**src/hdl/ngs_pkg.sv**
```systemverilog
// Shared types, constants and helpers for the n-body gravity step block.
// Used by nbody_gravity_step, ngs_div and ngs_checker; depends on nothing.
`default_nettype none
package ngs_pkg;

    // Default store depth and fixed field widths
    localparam int MAX_BODIES_DEF = 16;
    localparam int PADDR_W        = 5;
    localparam int S_TDATA_W      = 264;
    localparam int M_TDATA_W      = 200;

    // Register reset values
    localparam logic [6:0]  BODY_COUNT_RST = 7'd0;
    localparam logic [31:0] GRAV_CONST_RST = 32'h0001_0000;
    localparam logic [31:0] TIME_SCALE_RST = 32'h0001_0000;
    localparam logic [31:0] MAX_DELTA_RST  = 32'h0001_0000;
    localparam logic        PAUSED_RST     = 1'b1;

    // Register indexes (byte address bits [4:2])
    localparam logic [2:0] REG_BODY_COUNT = 3'd0;
    localparam logic [2:0] REG_GRAV_CONST = 3'd1;
    localparam logic [2:0] REG_TIME_SCALE = 3'd2;
    localparam logic [2:0] REG_MAX_DELTA  = 3'd3;
    localparam logic [2:0] REG_PAUSED     = 3'd4;

    // Operation codes carried in tuser
    localparam logic OP_LOAD = 1'b0;
    localparam logic OP_STEP = 1'b1;

    // One body in the store
    typedef struct packed {
        logic [2:0][31:0] pos;
        logic [2:0][31:0] vel;
        logic [31:0]      mass;
        logic             dyn;
    } t_body;

    // Status returned by the serial divider
    typedef struct packed {
        logic        done;
        logic [63:0] quot;
        logic [32:0] rem;
    } t_div_resp;

    // Sequencer states
    typedef enum logic [5:0] {
        ST_IDLE, ST_DT_MUL, ST_DT,
        ST_PR_RDI, ST_PR_RDJ, ST_PR_LAT, ST_DIFF, ST_SQ_MUL, ST_SQ_ACC,
        ST_SQRT, ST_DIST, ST_U_DIV, ST_U_WAIT,
        ST_G_MUL, ST_Q_DIV, ST_Q_WAIT, ST_T_DIV, ST_T_WAIT, ST_F_DIV, ST_F_WAIT,
        ST_A_MUL, ST_DV, ST_C_MUL_A, ST_C_MUL_B, ST_C_ADD,
        ST_WR_I, ST_WR_J, ST_NEXT,
        ST_AD_RD, ST_AD_LAT, ST_AD_MUL, ST_AD_ADD, ST_AD_WR, ST_OUT
    } t_state;

    // Saturate a wide signed value to signed 32 bit.
    function automatic logic [31:0] sat32(input logic signed [49:0] v);
        logic [31:0] r;
        if (v > 50'sd2147483647) begin
            r = 32'h7FFF_FFFF;
        end else if (v < -50'sd2147483648) begin
            r = 32'h8000_0000;
        end else begin
            r = v[31:0];
        end
        return r;
    endfunction

endpackage
`default_nettype wire

```
**src/hdl/ngs_div.sv**
```systemverilog
// Restoring divider, one quotient bit per cycle: 64-bit dividend, 33-bit divisor.
// Depends on ngs_pkg for the response struct.
`default_nettype none
module ngs_div import ngs_pkg::*; (
    input  wire logic        i_clk,
    input  wire logic        i_rst_n,
    input  wire logic        i_start,
    input  wire logic [63:0] i_num,
    input  wire logic [32:0] i_den,
    output t_div_resp        o_rsp
);

    logic        r_busy;
    logic        r_done;
    logic [5:0]  r_cnt;
    logic [32:0] r_rem;
    logic [63:0] r_quo;
    logic [32:0] r_den;

    logic [33:0] rem_sh;
    logic        fits;

    // Trial subtract of the shifted partial remainder
    always_comb begin
        rem_sh = {r_rem, r_quo[63]};
        fits   = (rem_sh >= {1'b0, r_den});
    end

    // Control
    always_ff @(posedge i_clk) begin
        if (!i_rst_n) begin
            r_busy <= 1'b0;
            r_done <= 1'b0;
            r_cnt  <= 6'd0;
        end else begin
            r_done <= 1'b0;
            if (i_start) begin
                r_busy <= 1'b1;
                r_cnt  <= 6'd0;
            end else if (r_busy) begin
                r_cnt <= r_cnt + 6'd1;
                if (r_cnt == 6'd63) begin
                    r_busy <= 1'b0;
                    r_done <= 1'b1;
                end
            end
        end
    end

    // Datapath
    always_ff @(posedge i_clk) begin
        if (i_start) begin
            r_rem <= 33'd0;
            r_quo <= i_num;
            r_den <= i_den;
        end else if (r_busy) begin
            r_rem <= fits ? 33'(rem_sh - {1'b0, r_den}) : rem_sh[32:0];
            r_quo <= {r_quo[62:0], fits};
        end
    end

    assign o_rsp.done = r_done;
    assign o_rsp.quot = r_quo;
    assign o_rsp.rem  = r_rem;

endmodule
`default_nettype wire

```
**config.mk**
```make
export PLATFORM = sky130hd
export DESIGN_NAME = ngs_div
export DESIGN_NICKNAME = d
export VERILOG_FILES = /design/src/hdl/ngs_pkg.sv /design/src/hdl/ngs_div.sv
export SDC_FILE = /design/constraint.sdc
export NUM_CORES = 1
export LEC_CHECK = 0
export BUFFER_PORTS_ARGS = -buffer_cell sky130_fd_sc_hd__buf_2
export CORE_MARGIN = 5
export CORE_UTILIZATION = 54
export CTS_CLUSTER_SIZE = 8
export DETAILED_ROUTE_END_ITERATION = 8
export GPL_TIMING_DRIVEN = 0
export PLACE_DENSITY = 0.92
export SETUP_SLACK_MARGIN = 0.2
export SLEW_MARGIN = 20
export SYNTH_ARGS = -nofsm -noshare
export SYNTH_HDL_FRONTEND = slang
export SYNTH_SLANG_ARGS = --single-unit
```
**constraint.sdc**
```tcl
create_clock -name i_clk -period 3.7 [get_ports i_clk]
set_clock_uncertainty 0.1 [all_clocks]
set_input_delay 0.74 -clock i_clk [delete_from_list [all_inputs] [get_ports i_clk]]
set_output_delay 0.74 -clock i_clk [all_outputs]
set_load 0.1 [all_outputs]
```
**Yosys cells after proc, flatten, opt, wreduce, memory -nomap -nowiden**

Cells that the tools add are included.

- Add/subtract/negate cells: 2
- Eq/ne operators: 1
- Multiplexer cells: 7
- Reduce and logical (&&, ||, !) cells: 3
- Bitwise operators: 2
- $lt $le $gt $ge: 1

Operators with widths:

| kind | count |
|---|---|
| two-way mux 64 bit | 2 |
| greater-or-equal comparator 34 x 33 -> 1 bit | 1 |
| two-way mux 33 bit | 1 |
| subtractor 33 bit | 1 |
| adder 6 x 1 -> 6 bit, second input constant | 1 |
| == test 6 bit, second input constant | 1 |
| two-way mux 1 bit | 4 |
| OR reduction 3 bit | 1 |
| NOT 1 bit | 2 |
| nonzero test 2 bit | 1 |
| OR reduction 2 bit | 1 |

- Register bits: 138
- Logic and storage cells: 22

**Logic depth before layout (Yosys ltp)**

Gate-level depths: netlist of the first run.

- Depth in word-level cells: 4
- Depth in mapped cells: 14
- Mapped depth without buffers: 12

**Worst setup path after synthesis of the first run**

Ideal clock, no wire load.

- Kind: register to register
- Start point: register r_quo[63]
- End point: register r_rem[10]
- Cell stages (with the launch flop): 15
- Data arrival time: 3.452 ns
- Buffers on the path: 2
- Setup slack: 0.060 ns
- Period minus slack after synthesis: 3.640 ns
- Data required time: 3.512 ns
- Cells stage by stage: edfxtp_1 > inv_1 > ha_1 > inv_1 > fa_1 > a211oi_1 > o21a_1 > nor3_1 > or2_0 > buf_2 > a2111o_1 > nand2_2 > buf_4 > nand2_1 > a311oi_2

- Longest elaborated chain between the ends: 2

RTL lines:

| item | line | RTL |
|---|---|---|
| from (decl) | ngs_div.sv:17 | `logic [63:0] r_quo;` |
| from (signal assigned) | ngs_div.sv:54 | `r_quo <= i_num;` |
| from (signal assigned) | ngs_div.sv:58 | `r_quo <= {r_quo[62:0], fits};` |
| subtractor 33 bit / greater-or-equal comparator 34 x 33 -> 1 bit (equally long branches) | ngs_div.sv:57, ngs_div.sv:26 |  |
| two-way mux 33 bit * | ngs_div.sv:57 | `r_rem <= fits ? 33'(rem_sh - {1'b0, r_den}) : rem_sh[32:0];` |
| to (signal assigned) | ngs_div.sv:57 |  |
| to (decl) | ngs_div.sv:16 | `logic [32:0] r_rem;` |

Every way passes the cells marked *; elsewhere a longest branch is shown, timed or not.
A chain may end at the register's enable or synchronous reset.

**Final worst setup path of the first run**

- Start point: register r_quo[63]
- End point: register r_rem[16]

The elaborated chain is that of the path after synthesis.

==> flow_metrics.env, run 1 <==
export IMPL_ios=198
export IMPL_rrSetupSlack_ns=0.35
export IMPL_synth_ff_type="edfxtp_1"
export IMPL_post_place_ws_ns=0.152
export IMPL_r2r_cells=14
export IMPL_routedWlPerCell_um=19.5
export IMPL_arrival_ns=3.57
export IMPL_power_frac_clock=0.322
export IMPL_syn_nets=829
export IMPL_fillers=1045
export IMPL_setup_slack_ns=0.346
export IMPL_reg2reg_from="r_quo[63]"
export IMPL_cts_tree="yes"
export IMPL_fp_dieW_um=128
export IMPL_antenna_found_initial=1
export IMPL_worstHoldStart="i_den[20]"
export IMPL_root_buffer="clkbuf_16"
export IMPL_place_congestion=0.932
export IMPL_final_util=0.685
export IMPL_post_route_period_util=0.906
export IMPL_power_frac_comb=0.309
export IMPL_synth_edf_count=97
export IMPL_finalMaxSlewViolations=0
export IMPL_avgSynthCellArea_sq_um=10.9
export IMPL_total_power_mw=5.12
export IMPL_maxCapViolations=0
export IMPL_powerDensity_mw_per_mm2=543
export IMPL_rsz0062_at_grt="yes"
export IMPL_min_to="r_den[20]"
export IMPL_gr_total_overflow=0
export IMPL_critPathLaunchType="register"
export IMPL_min_period_ns=3.35
export IMPL_tns_ns=0
export IMPL_async_flop_share=0
export IMPL_setup_viol=0
export IMPL_synth_distinct_cells=65
export IMPL_drt_iter0_drc=723
export IMPL_grt_max_degree=64
export IMPL_relSlewSlack=0.419
export IMPL_fin_nets=1049
export IMPL_hpwlAfterDp_mm=15.9
export IMPL_area_growth_pct=25.2
export IMPL_start_util=0.547
export IMPL_grt_pass1_vias=6406
export IMPL_track_usage=0.259
export IMPL_required_ns=3.92
export IMPL_cts_num_sinks=138
export IMPL_grt_pass1_wl_mm=33.3
export IMPL_timing_rr_end="r_rem[16]"
export IMPL_tightest_slew_ns=0.871
export IMPL_min_path_cells=1
export IMPL_power_switching_mw=1.98
export IMPL_route_antenna_remaining_nets=0
export IMPL_p_sw_frac=0.387
export IMPL_drc=0
export IMPL_clk_latency_ns=0.42
export IMPL_clockBufferDepth=2
export IMPL_drtPass1Iterations=5
export IMPL_cts_htree_levels=4
export IMPL_crit_type="register to register"
export IMPL_synth_seq_cells=138
export IMPL_vias=6497
export IMPL_timing_fmax_ghz=0.298
export IMPL_vias_per_cell=5.86
export IMPL_drive_above_1_share=0.359
export IMPL_hold_path_class="input port to register"
export IMPL_hold_viol=0
export IMPL_seq_power_share=0.370
export IMPL_dieHeight_um=128
export IMPL_portBuffers=197
export IMPL_status="finished, final reports clean"
export IMPL_critPathMaxFanout=10
export IMPL_die_area_sq_mm=0.0164
export IMPL_syn_inst=694
export IMPL_leakage_nw=4.06
export IMPL_synth_area_sq_mm=0.00754
export IMPL_seq_area_frac_synth=0.495
export IMPL_wl_mm=21.6
export IMPL_clk_pin_slew_worst_paths_ns=0.07
export IMPL_core_sq_mm=0.0138
export IMPL_yosysWarnings=0
export IMPL_row_count=43
export IMPL_end_kind="register"
export IMPL_p_int_mw=3.14
export IMPL_cts_made_buffers=17
export IMPL_vdd_drop_max_mv=0.392
synthesized netlist by cell type (6+ instances only):
cell	count	area, sq um
edfxtp_1	97	2910
dfxtp_1	41	821
nor3_1	8	40.0
o211ai_1	7	52.6
or3_1	7	43.8
a21oi_1	45	225
clkbuf_1	25	93.8
xor2_1	11	96.3
a311oi_2	13	195
a211oi_1	9	67.6
a21o_1	14	105
o21ai_0	26	130
inv_1	44	165
xnor2_1	15	131
nand4_1	10	62.6
and3_1	6	37.5
nor2_1	48	180
mux2_2	63	709
o21a_1	7	52.6
ha_1	34	425
nand3_1	13	65.1
nand2_1	70	263
how the worst max path moves through the flow:
stage,startpoint,end,slack [ns],cells after the start
after floorplan,r_quo[63],r_rem[9],0.22,14
after detailed placement,i_start,r_quo[0],0.15,5
after global placement,i_start,r_quo[51],-1.21,5
after CTS,r_quo[63],r_rem[16],0.33,14
final,r_quo[63],r_rem[16],0.35,14
after global routing,r_quo[63],r_rem[11],0.18,14
critical path, cell delays in order, from the launching register on:
cell and delay, ns:
edfxtp_1 0.44, inv_1 0.09, ha_1 0.16, inv_1 0.05, fa_2 0.38, a211oi_4 0.26
o21a_1 0.16, nor3_1 0.08, or2_0 0.22, buf_2 0.18, a2111o_1 0.45, nand2_4 0.15
buf_8 0.16, a21oi_1 0.08, a211oi_1 0.30
kinds of logic (layout without fill, tap and decap cells):
logic type	count (synthesis)	after routing	share of synthesized area
xor gates and xnor gates	26	26	0.0302
buffers and inverters	78	311	0.0418
AOI/OAI and AO/OA	167	167	0.163
adders and majority gates	35	35	0.0591
other	0	1	0
muxes	68	68	0.101
and+or+nand+nor	182	182	0.110
DFF	138	138	0.495
power by group through the flow:
stage                     logic (mW)  registers (mW)  clock network [mW]
after floorplan                0.527            2.62                   0
after global placement          1.51            1.92                   0
after detailed placement        1.54            1.92                   0
after CTS                       1.55            1.89                1.66
after global routing            1.66            1.91                1.74
final                           1.58            1.89                1.65
flip-flops by register name (all words and copies together), names as in the netlist:
name	count
r_cnt	6
r_rem	33
r_quo	64
r_busy	1
r_den	33
r_done	1
layout by cell type (no fill, tap or decap), types with 15 or more instances in the layout:
cell / instances
a21oi_1: 45
buf_2: 200
clkbuf_1: 25
clkbuf_16: 17
dfxtp_1: 39
edfxtp_1: 97
ha_1: 34
inv_1: 43
mux2_2: 63
nand2_1: 70
nor2_1: 48
o21ai_0: 26
xnor2_1: 15
routing by layer:
layer	wire length (um)	GRT usage
met4	536	0.0849
met2	10500	0.422
met3	2050	0.0813
met5	0	0
met1	8540	0.330
per-stage QoR:
step	hold slack, ns	cells	area, sq um
2_1_floorplan	0.354	694	7550
3_3_place_gp	0.369	1071	8760
3_5_place_dp	0.386	1072	8790
4_1_cts	0.375	1104	9350
5_1_grt	0.374	1108	9440
6_report	0.385	1108	9440
final cells by class:
class                      instances  area, sq um  share of cell area
inverter                          45          171              0.0182
antenna                            1         2.50            0.000265
multi-input combinational        478         3550               0.376
timing repair buffer             201         1040               0.110
clock inverter                    15          139              0.0147
clock buffer                      17          425              0.0451
sequential                       138         3740               0.396
buffer                            33          154              0.0163
tap                              180          225              0.0239
what timing repair did:
item                                    CTS  global route
endpoints found under the setup margin    0            30
hold buffers                              0             0
resized for setup                         0            10
setup buffers                             0             3
No activity file was read; power rests on OpenSTA's default activity.
==> run 2: changes to the inputs <==
--- a/config.mk
+++ b/config.mk
@@ -12,6 +12,7 @@
 export DETAILED_ROUTE_END_ITERATION = 8
 export GPL_TIMING_DRIVEN = 0
 export PLACE_DENSITY = 0.92
+export REMOVE_ABC_BUFFERS = 1
 export SETUP_SLACK_MARGIN = 0.2
 export SLEW_MARGIN = 20
 export SYNTH_ARGS = -nofsm -noshare
==> run 2 against run 1 <==
Net effect: sequential power barely moved; highest routed layer is now met5; worst hold slack got worse by 0.0033 ns; largest cell class unchanged; sequential cell count did not move; setup slack got worse by 0.00090 ns; global-route usage fell by 1.3 points; non-clock buffer count fell by 33; first-iteration DRC count fell by 16%; total power rose by 3.2%; utilization barely moved; via count fell by 2.8%.
==> flow_metrics.env, run 2 (synthesized netlist as in run 1, its figures left out) <==
export IMPL_status="finished, final reports clean"
export IMPL_use_met2=0.410
export IMPL_hpwlAfterDp_mm=14.2
export IMPL_tightest_slew_ns=0.743
export IMPL_fillers=1032
export IMPL_top_regs="r_quo (64), r_den (33), r_rem (33)"
export IMPL_portBuffers=197
export IMPL_grtUsageMet1=0.282
export IMPL_required_ns=3.93
export IMPL_relSlewSlack=0.492
export IMPL_critPathMaxFanout=17
export IMPL_gr_total_overflow=0
export IMPL_clockBufferDepth=2
export IMPL_vias_per_cell=5.85
export IMPL_place_area_sq_mm=0.00869
export IMPL_grt_pass1_wl_mm=31.7
export IMPL_die_area_sq_mm=0.0164
export IMPL_crit_type="register to register"
export IMPL_timing_fmax_ghz=0.298
export IMPL_root_buffer="clkbuf_16"
export IMPL_setup_viol=0
export IMPL_vias=6314
export IMPL_row_count=43
export IMPL_hold_viol=0
export IMPL_routedWlPerCell_um=19.0
export IMPL_top_usage_layer="met2"
export IMPL_use_met3=0.106
export IMPL_critPathLaunchType="register"
export IMPL_tns_ns=0
export IMPL_post_route_period_util=0.907
export IMPL_area_growth_pct=25.3
export IMPL_finalNonFillerCells=1079
export IMPL_final_util=0.686
export IMPL_arrival_ns=3.58
export IMPL_largest_reg_flops=64
export IMPL_total_power_mw=5.28
export IMPL_clk_latency_ns=0.43
export IMPL_fin_area_sq_mm=0.00944
export IMPL_end_kind="register"
export IMPL_grt_pass1_vias=6324
export IMPL_post_place_ws_ns=-0.363
export IMPL_clk_pin_slew_worst_paths_ns=0.06
export IMPL_fin_nets=1019
export IMPL_vdd_drop_max_mv=0.401
export IMPL_drt_iter0_drc=604
export IMPL_maxCapViolations=0
export IMPL_largest_register="r_quo"
export IMPL_core_sq_mm=0.0138
export IMPL_rsz0062_at_grt="no"
export IMPL_fp_dieW_um=128
export IMPL_dieHeight_um=128
export IMPL_grt_max_degree=67
export IMPL_multi_input_area_sq_mm=0.00361
export IMPL_seq_area_sq_mm=0.00373
export IMPL_finalMaxSlewViolations=0
export IMPL_drc=0
export IMPL_ios=198
export IMPL_final_common_cell="buf_2"
export IMPL_min_period_ns=3.35
export IMPL_cts_htree_levels=4
export IMPL_placedCellCount=1041
export IMPL_route_antenna_remaining_nets=0
export IMPL_start_util=0.547
export IMPL_hold_slack_ns=0.382
export IMPL_wl_mm=20.5
export IMPL_leakage_nw=4.03
export IMPL_setup_slack_ns=0.345
export IMPL_cts_num_sinks=138
export IMPL_antenna_found_initial=2
export IMPL_powerDensity_mw_per_mm2=560
export IMPL_hold_path_class="input port to register"
export IMPL_track_usage=0.247
export IMPL_place_congestion=0.915
export IMPL_drive_above_1_share=0.368
export IMPL_mostFrequentLayoutCells="196 x buf_2, 97 x edfxtp_1, 70 x nand2_1"
export IMPL_cts_tree="yes"
export IMPL_cts_made_buffers=17
export IMPL_drtPass1Iterations=5
[run 2: cell types whose count changed in the layout (fill, tap and decap cells not counted), moves of 2 or more]
cell / change
inv_8: -2
a211oi_1: +2
buf_4: -4
bufinv_16: +3
inv_6: -2
a211oi_2: -2
clkbuf_1: -24
buf_2: -4
nand2_8: +2
[run 2: cell type report]
class                      instances  share of cell area
sequential                       138               0.395
clock inverter                    14              0.0204
antenna                            2            0.000530
clock buffer                      18              0.0454
multi-input combinational        481               0.382
tap                              180              0.0238
timing repair buffer             201               0.114
inverter                          45              0.0182
[run 2: metal layers]
layer	wire length [um]	share of wire
met3	2290	0.11
met5	7	0.00034
met2	10100	0.49
met1	7420	0.36
met4	755	0.037
[run 2: path summary, 6_finish.rpt]
path | slack, ns | start | cells after the start | endpoint
worst max-delay path | 0.35 | r_den[8] | 10 | r_rem[16]
worst min-delay path | 0.38 | i_den[25] | 1 | r_den[25]
worst max register to register | 0.35 | r_den[8] | 10 | r_rem[16]
worst min register to register | 0.39 | r_cnt[5] | 2 | r_cnt[5]
[run 2: power breakdown]
group / leakage, nW / total (mW) / switching (mW) / internal [mW]
sequential: 1.30 / 1.90 / 0.0855 / 1.81
clock: 0.299 / 1.82 / 0.692 / 1.13
combinational: 2.43 / 1.57 / 1.18 / 0.391
[run 2: repair_timing]
action,CTS,global route
buffers inserted,0,1
pin swaps,1,3
cloned,1,2
endpoints found under the setup margin,34,34
hold buffers,0,0
resized for setup,7,12
endpoints found under the hold margin,0,0
[run 2: worst max-delay path, cell delays in order, from the launching register on]
cell and delay [ns]:
edfxtp_1 0.34, inv_1 0.05, ha_1 0.39, and3_1 0.24, nand3_1 0.12, or3_1 0.46, a21oi_2 0.30, a2111o_2 0.33
nand2_8 0.18, or3b_2 0.50, a211oi_1 0.24
==> run 3: changes to the inputs <==
==> constraint.sdc (replaced) <==
create_clock -name i_clk -period 3.7 [get_ports i_clk]
set_clock_uncertainty 0.1 [all_clocks]
set_input_delay 0.185 -clock i_clk [delete_from_list [all_inputs] [get_ports i_clk]]
set_output_delay 0.185 -clock i_clk [all_outputs]
set_load 0.01 [all_outputs]
==> run 3 against run 2 <==
Net effect: total power decreased by 11%; register-to-register slack about the same; global-route usage increased by 2.4 points; final area increased by 10%; setup slack got worse by 0.0054 ns.
==> flow_metrics.env, run 3 (synthesized netlist as in run 1, its figures left out) <==
export IMPL_fin_area_sq_mm=0.0104
export IMPL_status="finished, final reports clean"
export IMPL_mostFrequentLayoutCells="196 x buf_2, 98 x dlygate4sd3_1, 97 x edfxtp_1"
export IMPL_drc=0
export IMPL_core_sq_mm=0.0138
export IMPL_setup_slack_ns=0.340
export IMPL_fin_nets=1119
export IMPL_cts_made_buffers=17
export IMPL_critPathMaxFanout=17
export IMPL_largest_register="r_quo"
export IMPL_area_growth_pct=38.3
export IMPL_rrSetupSlack_ns=0.34
export IMPL_row_count=43
export IMPL_grt_pass1_vias=6886
export IMPL_seq_power_share=0.402
export IMPL_maxCapViolations=0
export IMPL_p_sw_frac=0.280
export IMPL_drt_iter0_drc=581
export IMPL_multi_input_area_sq_mm=0.00360
export IMPL_p_int_mw=3.40
export IMPL_routed_wl_met2_mm=11.4
export IMPL_hold_path_class="input port to register"
export IMPL_worstHoldStart="i_start"
export IMPL_reg2reg_from="r_den[8]"
export IMPL_ios=198
export IMPL_hold_viol=0
export IMPL_fillers=915
export IMPL_route_antenna_remaining_nets=0
export IMPL_die_area_sq_mm=0.0164
export IMPL_drtPass1Iterations=5
export IMPL_power_switching_mw=1.32
export IMPL_required_ns=3.93
export IMPL_min_period_ns=3.36
export IMPL_clockBufferDepth=2
export IMPL_clk_latency_ns=0.43
export IMPL_clk_pin_slew_worst_paths_ns=0.06
export IMPL_seq_area_sq_mm=0.00373
export IMPL_gr_total_overflow=0
export IMPL_portBuffers=197
export IMPL_cts_num_sinks=138
export IMPL_tightest_slew_ns=0.826
export IMPL_start_util=0.547
export IMPL_track_usage=0.271
export IMPL_dieHeight_um=128
export IMPL_place_area_sq_mm=0.00869
export IMPL_cts_tree="yes"
export IMPL_wl_mm=22.5
export IMPL_place_congestion=0.915
export IMPL_largest_reg_flops=64
export IMPL_grt_pass1_wl_mm=34.8
export IMPL_vdd_drop_max_mv=0.346
export IMPL_end_kind="register"
export IMPL_relSlewSlack=0.435
export IMPL_critPathLaunchType="register"
export IMPL_crit_start="r_den[8]"
export IMPL_cts_htree_levels=4
export IMPL_final_common_cell="buf_2"
export IMPL_power_frac_comb=0.212
export IMPL_arrival_ns=3.59
export IMPL_finalMaxSlewViolations=0
export IMPL_grt_max_degree=67
export IMPL_post_route_period_util=0.908
export IMPL_root_buffer="clkbuf_16"
export IMPL_crit_type="register to register"
export IMPL_vias=6799
export IMPL_top_layer="met4"
export IMPL_routedWlPerCell_um=19.1
export IMPL_drive_above_1_share=0.332
export IMPL_setup_viol=0
export IMPL_hpwlAfterDp_mm=14.2
export IMPL_post_place_ws_ns=-0.363
export IMPL_wl_met3_mm=2.07
export IMPL_leakage_nw=4.44
export IMPL_top_regs="r_quo (64), r_den (33), r_rem (33)"
export IMPL_powerDensity_mw_per_mm2=453
export IMPL_vias_per_cell=5.77
export IMPL_power_frac_clock=0.386
export IMPL_met1_length_mm=8.31
export IMPL_rsz0062_at_grt="no"
export IMPL_antenna_found_initial=0
export IMPL_fp_dieW_um=128
export IMPL_timing_fmax_ghz=0.298
-- run 3: power by group through the flow --
stage | Clock (mW) | Sequential [mW] | Combinational [mW]
floorplan | 0 | 1.96 | 0.490
global placement | 0 | 1.93 | 0.810
detailed placement | 0 | 1.92 | 0.850
CTS | 1.85 | 1.90 | 0.952
global route | 1.91 | 1.92 | 1.08
finish | 1.82 | 1.90 | 1.00
-- run 3: path summary, 6_finish.rpt --
| kind | endpoint | depth (start not counted) |
|---|---|---|
| worst max register to register | r_rem[16] | 10 |
| worst min-delay path | r_den[18] | 1 |
| worst max-delay path | r_rem[16] | 10 |
| worst min register to register | r_cnt[5] | 2 |
-- run 3: worst max-delay path: stages (launching register included) --
cell,delay (ns)
edfxtp_1,0.34
inv_1,0.05
ha_1,0.39
and3_1,0.24
nand3_1,0.12
or3_1,0.46
a21oi_2,0.31
a2111o_2,0.33
nand2_8,0.18
or3b_2,0.50
a211oi_1,0.24
-- run 3: layout make-up --
cell class | instances | area share
multi-input combinational | 481 | 0.345
clock buffer | 18 | 0.0412
clock inverter | 14 | 0.0185
sequential | 138 | 0.358
timing repair buffer | 301 | 0.199
inverter | 45 | 0.0164
tap | 180 | 0.0216
antenna | 1 | 0.000240
-- run 3: what timing repair did --
item                                    in CTS  in global routing
endpoints found under the setup margin      34                 34
setup buffers                                0                  3
gates cloned                                 1                  2
endpoints found under the hold margin       98                  0
hold buffers                                98                  0
resized for setup                            7                 10
pin swaps                                    1                  3
-- run 3: per-layer routing --
| layer | GRT usage | vias up |
|---|---|---|
| li1 | - | 3168 |
| met1 | 0.319 | 3217 |
| met2 | 0.458 | 351 |
| met3 | 0.0883 | 63 |
| met4 | 0.108 | 0 |
| met5 | 0 | - |
-- run 3: per-stage QoR --
stage / std cells / util / power, mW / setup TNS (ns) / hold WS (ns)
floorplan: 661 / - / 2.45 / 0 / 0.153
global placement: 1038 / 0.625 / 2.74 / -107.87 / 0.263
global route: 1177 / 0.757 / 4.91 / 0 / 0.157
detailed placement: 1041 / 0.631 / 2.77 / -5.45 / 0.263
finish: 1178 / 0.757 / 4.72 / 0 / 0.154
CTS: 1172 / 0.750 / 4.69 / 0 / 0.151
